### config.mk
export PLATFORM = sky130hd
export DESIGN_NAME = aci_ctrl
export DESIGN_NICKNAME = d
export VERILOG_FILES = /design/src/hdl/aci_pkg.sv /design/src/hdl/aci_ctrl.sv
export VERILOG_INCLUDE_DIRS = /design/src /design/src/hdl
export SDC_FILE = /design/constraint.sdc
export NUM_CORES = 1
export LEC_CHECK = 0
export ABC_AREA = 1
export BUFFER_PORTS_ARGS = -buffer_cell sky130_fd_sc_hd__buf_2
export CAP_MARGIN = 5
export CORE_MARGIN = 3
export CORE_UTILIZATION = 50
export CTS_CLUSTER_SIZE = 40
export DETAILED_ROUTE_END_ITERATION = 16
export PLACE_DENSITY = 0.77
export SLEW_MARGIN = 5
export SYNTH_ARGS = -nofsm -noshare
export SYNTH_HDL_FRONTEND = slang
export SYNTH_SLANG_ARGS = --single-unit
### constraint.sdc
create_clock -name i_clk -period 1.5 [get_ports i_clk]
set_input_delay 0.15 -clock i_clk [delete_from_list [all_inputs] [get_ports i_clk]]
set_output_delay 0.15 -clock i_clk [all_outputs]
set_load 0.005 [all_outputs]
### src/hdl/arc_chord_interpolator_unit_macros.svh
// Assertion macros shared by the arc chord interpolator modules.
`ifndef ARC_CHORD_INTERPOLATOR_UNIT_MACROS_SVH
`define ARC_CHORD_INTERPOLATOR_UNIT_MACROS_SVH

// Same-cycle implication, disabled while reset is low.
`define ACI_ASSERT_IMPL(name, clk, rst_n, ante, cons, msg) \
    name: assert property (@(posedge clk) disable iff (!rst_n) (ante) |-> (cons)) \
        else $error(msg);

// Next-cycle implication, disabled while reset is low.
`define ACI_ASSERT_NEXT(name, clk, rst_n, ante, cons, msg) \
    name: assert property (@(posedge clk) disable iff (!rst_n) (ante) |=> (cons)) \
        else $error(msg);

`endif

### src/hdl/aci_pkg.sv
// Shared types, constants and tables of the arc chord interpolator.
package aci_pkg;

    localparam int COORD_FRAC_BITS = 16;
    localparam int CORDIC_ITERS    = 20;
    localparam int MAX_SEGMENTS    = 63;
    localparam int SQRT_ITERS      = 32;
    localparam int CNT_W           = 5;

    localparam int IN_TDATA_W  = 208;
    localparam int IN_TUSER_W  = 3;
    localparam int OUT_TDATA_W = 96;
    localparam int OUT_TUSER_W = 1;
    localparam int CFG_IDX_W   = 2;
    localparam int CFG_DATA_W  = 16;

    localparam int DIV_W     = 33;
    localparam int DVS_W     = 30;
    localparam int DIV_CNT_W = 6;
    localparam int VEC_W     = 38;
    localparam int Z_W       = 34;

    localparam logic [63:0] ZERO_SQ_MAX =
        ((64'd1 << (2 * COORD_FRAC_BITS)) - 64'd1) / 64'd1000000;
    localparam logic [31:0] HALF_TURN       = 32'h8000_0000;
    localparam logic [31:0] QUARTER_TURN    = 32'h4000_0000;
    localparam logic [31:0] NEAR_ZERO_SWEEP = 32'd68357;
    localparam logic [31:0] CORDIC_KINV     = 32'd2608131496;
    localparam logic [32:0] DLY_NUMER       = 33'd60000000;
    localparam logic [10:0] MIN_DLY_PAD     = 11'd50;

    typedef enum logic [1:0] {
        CFG_ARC_STEP   = 2'd0,
        CFG_STEPS_MM   = 2'd1,
        CFG_DEF_DELAY  = 2'd2,
        CFG_PULSE_HIGH = 2'd3
    } t_cfg_idx;

    typedef enum logic [4:0] {
        OP_NONE,
        OP_LOAD,
        OP_SQ_I,
        OP_SQ_J,
        OP_ERR_EMIT,
        OP_SQRT_STEP,
        OP_MUL_FS,
        OP_DLY_GO,
        OP_DLY_SET,
        OP_MUL_RK,
        OP_VEC_S,
        OP_VEC_E,
        OP_VEC_STEP,
        OP_MAG,
        OP_SEG_GO,
        OP_SEG_SET,
        OP_ANG_GO,
        OP_ANG_SET,
        OP_ACC,
        OP_ROT_INIT,
        OP_ROT_STEP,
        OP_EMIT_PT,
        OP_EMIT_END
    } t_op;

    typedef struct packed {
        t_op              op;
        logic [CNT_W-1:0] idx;
    } t_cmd;

    typedef struct packed {
        logic zero_rad;
        logic feed_zero;
        logic div_busy;
        logic out_free;
        logic seg_last;
    } t_sts;

    function automatic logic [31:0] atan_lut(input logic [CNT_W-1:0] k);
        logic [31:0] v;
        case (k)
            5'd0:    v = 32'd536870912;
            5'd1:    v = 32'd316933405;
            5'd2:    v = 32'd167458907;
            5'd3:    v = 32'd85004756;
            5'd4:    v = 32'd42667331;
            5'd5:    v = 32'd21354465;
            5'd6:    v = 32'd10680862;
            5'd7:    v = 32'd5340245;
            5'd8:    v = 32'd2670163;
            5'd9:    v = 32'd1335086;
            5'd10:   v = 32'd667544;
            5'd11:   v = 32'd333772;
            5'd12:   v = 32'd166886;
            5'd13:   v = 32'd83443;
            5'd14:   v = 32'd41721;
            5'd15:   v = 32'd20860;
            5'd16:   v = 32'd10430;
            5'd17:   v = 32'd5215;
            5'd18:   v = 32'd2607;
            5'd19:   v = 32'd1303;
            5'd20:   v = 32'd651;
            5'd21:   v = 32'd325;
            5'd22:   v = 32'd162;
            5'd23:   v = 32'd81;
            5'd24:   v = 32'd40;
            5'd25:   v = 32'd20;
            5'd26:   v = 32'd10;
            5'd27:   v = 32'd5;
            5'd28:   v = 32'd2;
            5'd29:   v = 32'd1;
            default: v = 32'd0;
        endcase
        return v;
    endfunction

endpackage

### src/hdl/aci_ctrl.sv
// Controller: sequences one arc command through the datapath.
`include "arc_chord_interpolator_unit_macros.svh"
module aci_ctrl (
    input  logic          i_clk,
    input  logic          i_rst_n,
    input  logic          i_s_tvalid,
    output logic          o_s_tready,
    input  aci_pkg::t_sts i_sts,
    output aci_pkg::t_cmd o_cmd
);

    typedef enum logic [23:0] {
        S_IDLE     = 24'h000001,
        S_SQ_I     = 24'h000002,
        S_SQ_J     = 24'h000004,
        S_CHK      = 24'h000008,
        S_ERR      = 24'h000010,
        S_SQRT     = 24'h000020,
        S_MUL_FS   = 24'h000040,
        S_DLY_GO   = 24'h000080,
        S_DLY_WAIT = 24'h000100,
        S_MUL_RK   = 24'h000200,
        S_VS_INIT  = 24'h000400,
        S_VS       = 24'h000800,
        S_VE_INIT  = 24'h001000,
        S_VE       = 24'h002000,
        S_MAG      = 24'h004000,
        S_SEG_GO   = 24'h008000,
        S_SEG_WAIT = 24'h010000,
        S_ANG_GO   = 24'h020000,
        S_ANG_WAIT = 24'h040000,
        S_ACC      = 24'h080000,
        S_ROT_INIT = 24'h100000,
        S_ROT      = 24'h200000,
        S_EMIT     = 24'h400000,
        S_FINAL    = 24'h800000
    } t_state;

    t_state                       r_state, n_state;
    logic [aci_pkg::CNT_W-1:0]    r_cnt, n_cnt;
    logic                         w_cordic_end;
    logic                         w_sqrt_end;

    assign w_cordic_end = (r_cnt == aci_pkg::CNT_W'(aci_pkg::CORDIC_ITERS - 1));
    assign w_sqrt_end   = (r_cnt == aci_pkg::CNT_W'(aci_pkg::SQRT_ITERS - 1));

    always_comb begin
        n_state    = r_state;
        n_cnt      = r_cnt;
        o_cmd.op   = aci_pkg::OP_NONE;
        o_cmd.idx  = r_cnt;
        o_s_tready = 1'b0;
        case (r_state)
            S_IDLE: begin
                o_s_tready = 1'b1;
                if (i_s_tvalid) begin
                    o_cmd.op = aci_pkg::OP_LOAD;
                    n_state  = S_SQ_I;
                end
            end
            S_SQ_I: begin
                o_cmd.op = aci_pkg::OP_SQ_I;
                n_state  = S_SQ_J;
            end
            S_SQ_J: begin
                o_cmd.op = aci_pkg::OP_SQ_J;
                n_state  = S_CHK;
            end
            S_CHK: begin
                n_cnt   = '0;
                n_state = i_sts.zero_rad ? S_ERR : S_SQRT;
            end
            S_ERR: begin
                if (i_sts.out_free) begin
                    o_cmd.op = aci_pkg::OP_ERR_EMIT;
                    n_state  = S_IDLE;
                end
            end
            S_SQRT: begin
                o_cmd.op = aci_pkg::OP_SQRT_STEP;
                n_cnt    = r_cnt + 1'b1;
                if (w_sqrt_end) begin
                    n_state = S_MUL_FS;
                end
            end
            S_MUL_FS: begin
                o_cmd.op = aci_pkg::OP_MUL_FS;
                n_state  = S_DLY_GO;
            end
            S_DLY_GO: begin
                o_cmd.op = aci_pkg::OP_DLY_GO;
                n_state  = i_sts.feed_zero ? S_MUL_RK : S_DLY_WAIT;
            end
            S_DLY_WAIT: begin
                if (!i_sts.div_busy) begin
                    o_cmd.op = aci_pkg::OP_DLY_SET;
                    n_state  = S_MUL_RK;
                end
            end
            S_MUL_RK: begin
                o_cmd.op = aci_pkg::OP_MUL_RK;
                n_state  = S_VS_INIT;
            end
            S_VS_INIT: begin
                o_cmd.op = aci_pkg::OP_VEC_S;
                n_cnt    = '0;
                n_state  = S_VS;
            end
            S_VS: begin
                o_cmd.op = aci_pkg::OP_VEC_STEP;
                n_cnt    = r_cnt + 1'b1;
                if (w_cordic_end) begin
                    n_state = S_VE_INIT;
                end
            end
            S_VE_INIT: begin
                o_cmd.op = aci_pkg::OP_VEC_E;
                n_cnt    = '0;
                n_state  = S_VE;
            end
            S_VE: begin
                o_cmd.op = aci_pkg::OP_VEC_STEP;
                n_cnt    = r_cnt + 1'b1;
                if (w_cordic_end) begin
                    n_state = S_MAG;
                end
            end
            S_MAG: begin
                o_cmd.op = aci_pkg::OP_MAG;
                n_state  = S_SEG_GO;
            end
            S_SEG_GO: begin
                o_cmd.op = aci_pkg::OP_SEG_GO;
                n_state  = S_SEG_WAIT;
            end
            S_SEG_WAIT: begin
                if (!i_sts.div_busy) begin
                    o_cmd.op = aci_pkg::OP_SEG_SET;
                    n_state  = S_ANG_GO;
                end
            end
            S_ANG_GO: begin
                o_cmd.op = aci_pkg::OP_ANG_GO;
                n_state  = S_ANG_WAIT;
            end
            S_ANG_WAIT: begin
                if (!i_sts.div_busy) begin
                    o_cmd.op = aci_pkg::OP_ANG_SET;
                    n_state  = S_ACC;
                end
            end
            S_ACC: begin
                o_cmd.op = aci_pkg::OP_ACC;
                n_state  = S_ROT_INIT;
            end
            S_ROT_INIT: begin
                o_cmd.op = aci_pkg::OP_ROT_INIT;
                n_cnt    = '0;
                n_state  = S_ROT;
            end
            S_ROT: begin
                o_cmd.op = aci_pkg::OP_ROT_STEP;
                n_cnt    = r_cnt + 1'b1;
                if (w_cordic_end) begin
                    n_state = S_EMIT;
                end
            end
            S_EMIT: begin
                if (i_sts.out_free) begin
                    o_cmd.op = aci_pkg::OP_EMIT_PT;
                    n_state  = i_sts.seg_last ? S_FINAL : S_ACC;
                end
            end
            S_FINAL: begin
                if (i_sts.out_free) begin
                    o_cmd.op = aci_pkg::OP_EMIT_END;
                    n_state  = S_IDLE;
                end
            end
            default: begin
                n_state = S_IDLE;
            end
        endcase
    end

    always_ff @(posedge i_clk) begin
        if (!i_rst_n) begin
            r_state <= S_IDLE;
            r_cnt   <= '0;
        end else begin
            r_state <= n_state;
            r_cnt   <= n_cnt;
        end
    end

    `ACI_ASSERT_IMPL(a_emit_free, i_clk, i_rst_n, (o_cmd.op == aci_pkg::OP_EMIT_PT) || (o_cmd.op == aci_pkg::OP_EMIT_END) || (o_cmd.op == aci_pkg::OP_ERR_EMIT), i_sts.out_free, "request written into a full output register")
    `ACI_ASSERT_IMPL(a_idle_div, i_clk, i_rst_n, r_state == S_IDLE, !i_sts.div_busy, "divider still running while idle")
    `ACI_ASSERT_NEXT(a_load_next, i_clk, i_rst_n, o_cmd.op == aci_pkg::OP_LOAD, !o_s_tready, "new request taken while one is in work")

endmodule

==> metrics.txt <==
DRT Wirelength=between 10000 and 15000 um; asr flop ratio synth=0%; VDD IR max=roughly 940 uV; CTS root buffer=clkbuf_8; met3 Resource Use GR=under 10%; first-pass GRT wire length=14620 um; Startpoint Class=register; vias per cell=6.326; GRT met2 Usage=~65%; final hold vios=0; die area=0.004895 mm2; clk_skew=between 0.008 and 0.009 ns; Worst Path Required=~1.4 ns; Routed Antenna Nets=0; deepest clock path buffer count=2; mean area per synthesized cell=between 6 and 7 um2; Clk pin slew, worst setup/hold paths=roughly 0.060 ns; Tmin final=between 2 and 2.5 ns; GRT overflow=0; Sink Count=29; DRC Markers=0; worst-path maximum fanout=7; Yosys top cell area share=about 28%; overall die height=roughly 70 um; Power Dens Cells=around 1700 mW/mm2; library cells used by synthesis=34; Post-Syn Area=approximately 0.002 mm2; GPL Wtd Cong=slightly above 1; final worst slack=-0.9849 ns; status=finished, violations left; RSZ-0062 raised after global routing=true; Rel. slew slack=around half; DP Wirelength=around 5000 um; synth warn=0; Die W=roughly 70 um; worst-margin pin slew=between 0.7 and 0.8 ns; share of cells above drive strength 1=57.36%; Hold Path Class=input pin to register; final setup vio count=35; Pre-Repair DR Iteration Count=5; pin count of the biggest net entering global routing=13; I/O Buffers=18; post-route clock period utilization=165.7%; fill cell count=between 100 and 150; number of global-route vias before repair=between 3k and 4k; net count after synthesis=338; Cell Rows=22; Placeable Area=0.003799 mm2; failing checks=negative setup slack; final instance area=around 0.0036 mm2; via count=~3.2k; gate count after technology mapping=between 300 and 400; leakage power=about 1.9 nW; Area after DPL=around 0.0029 mm2; M1 GR Usage=about 43%; fin nets=464; Layout area overhead=73.76%; initial antenna violation count=0; Seq/Total Area, Yosys=between 20% and 30%; Max-Cap Viols=0; TritonCTS clock tree=built; IO Count=19; Max Transition Viols Final=0; Data arrival, critical path=~2.3 ns; n_diodes=0; drt initial violations=approximately 570; EDFF count, synth=0; CTS Hold Bufs=0; ys flop type=dfxtp_1; GRT busiest layer=met2; Worst-Skew Late Latency=approximately 0.30 ns; critical path class=register to primary output; Synth area leader=dfxtp_1; synthesized flop and latch total=29; top cells by area, synth=dfxtp_1 (28%), nor2_1 (11%), nand2_1 (9.5%); effective utilization at floorplan=a little over half; WL per Instance=between 20 and 25 um; Fmax=roughly 0.40 GHz; CTS Buf Count=5; total track usage=between 30% and 40%; Final Power=between 6 and 7 mW; endpoint class of the critical path=primary output; # H-tree levels=2
[stage by stage]
stage               hold slack (ns)  setup WS (ns)  instances  TNS [ns]  utilization (%)
global placement             0.4112        -0.3331        473    -6.652            76.68
finish                       0.1220        -0.9849        503    -18.90            93.58
global route                 0.1227        -0.9974        503    -20.72            93.58
CTS                          0.1155        -0.5179        502    -12.17            89.59
floorplan                    0.2218        -0.1167        328    -1.482                -
detailed placement           0.4080        -0.3774        473    -7.505            76.68
[routing by layer]
layer	part of all wire (%)	vias up	wire length, um
li1	-	1303	-
met1	34	1419	3680
met2	44	335	4747
met3	12	125	1336
met4	8.7	0	926
met5	0	-	0
[path summary, 6_finish.rpt]
check	start	endpoint	slack, ns	cells after the start
worst min-delay path	i_sts[2]	r_state[17]	0.12	2
worst max register to register	r_state[4]	r_state[6]	-0.70	12
worst max-delay path	r_state[12]	o_cmd[5]	-0.98	9
worst min register to register	r_state[8]	r_state[8]	0.51	2
[what timing repair did]
action	4_1_cts	5_1_grt
endpoints found under the setup margin	34	35
pin swaps	21	32
setup buffers	20	3
cloned	1	0
gates resized for setup	67	45
[sequential cells by signal, summed over array words and instances (netlist names)]
| signal | flops |
|---|---|
| r_state | 24 |
| r_cnt | 5 |
[cells in the mapped netlist, types with 2 or more instances]
master    number
nand2_2       13
inv_2          3
nand2_1       52
nor2b_1        2
nor4_1         3
nand2_4        2
nor3_1        10
a21oi_1       10
o21ai_1        3
o21ai_0        6
inv_1         49
nand3_1       38
buf_2          2
nor2_2        11
ha_1           2
nand4_1        9
nand3b_1       6
nor2_1        61
dfxtp_1       29
nor2_8         3
[cells by family after synthesis]
group	after synthesis	share of synthesized area [%]
fa+ha+maj	2	1.223
flops	29	28.38
buf+inv	58	11.25
xor+xnor	1	0.4282
compound gates	24	6.667
simple gates	214	52.05
[cell type report]
type                            count  area [um2]  area share (%)
Multi-Input combinational cell    241        1635           46.00
Timing Repair Buffer              123       957.2           26.93
Tap cell                           48       60.06           1.690
Sequential cell                    29       605.6           17.04
Clock inverter                      3       17.52          0.4928
Inverter                           54       210.2           5.913
Clock buffer                        5       68.82           1.936
[where the power goes]
group	switching (mW)	leakage, nW	internal (mW)	total (mW)
Combinational	2.57	1.56	1.94	4.51
Sequential	0.0922	0.244	0.874	0.966
Clock	0.341	0.0439	0.320	0.661
Total	3.00	1.85	3.14	6.14
[placed cells by master (no fill, tap or decap), types with 2 or more instances in the layout]
| cell | n |
|---|---|
| a21oi_1 | 4 |
| a21oi_2 | 6 |
| buf_12 | 2 |
| buf_2 | 17 |
| buf_4 | 94 |
| buf_6 | 9 |
| clkbuf_8 | 5 |
| clkinv_2 | 2 |
| dfxtp_1 | 9 |
| dfxtp_2 | 20 |
| ha_2 | 2 |
| inv_1 | 43 |
| inv_2 | 8 |
| nand2_1 | 39 |
| nand2_2 | 15 |
| nand2_4 | 13 |
| nand3_1 | 25 |
| nand3_2 | 12 |
| nand3_4 | 2 |
| nand3b_1 | 6 |
| nand4_1 | 9 |
| nor2_1 | 42 |
| nor2_2 | 15 |
| nor2_4 | 16 |
| nor2_8 | 3 |
| nor2b_1 | 2 |
| nor3_1 | 5 |
| nor3_2 | 4 |
| nor4_1 | 2 |
| o21ai_0 | 2 |
| o21ai_2 | 7 |
[critical path, stage by stage (launching register included)]
cell,delay (ns)
dfxtp_2,0.36
nor2_4,0.06
nand2_4,0.11
nor2_8,0.08
buf_6,0.12
nand4_1,0.20
nor2_2,0.09
nor4_1,0.65
nand4_1,0.17
buf_2,0.18
Note: power is estimated with default switching activity, not from simulation.
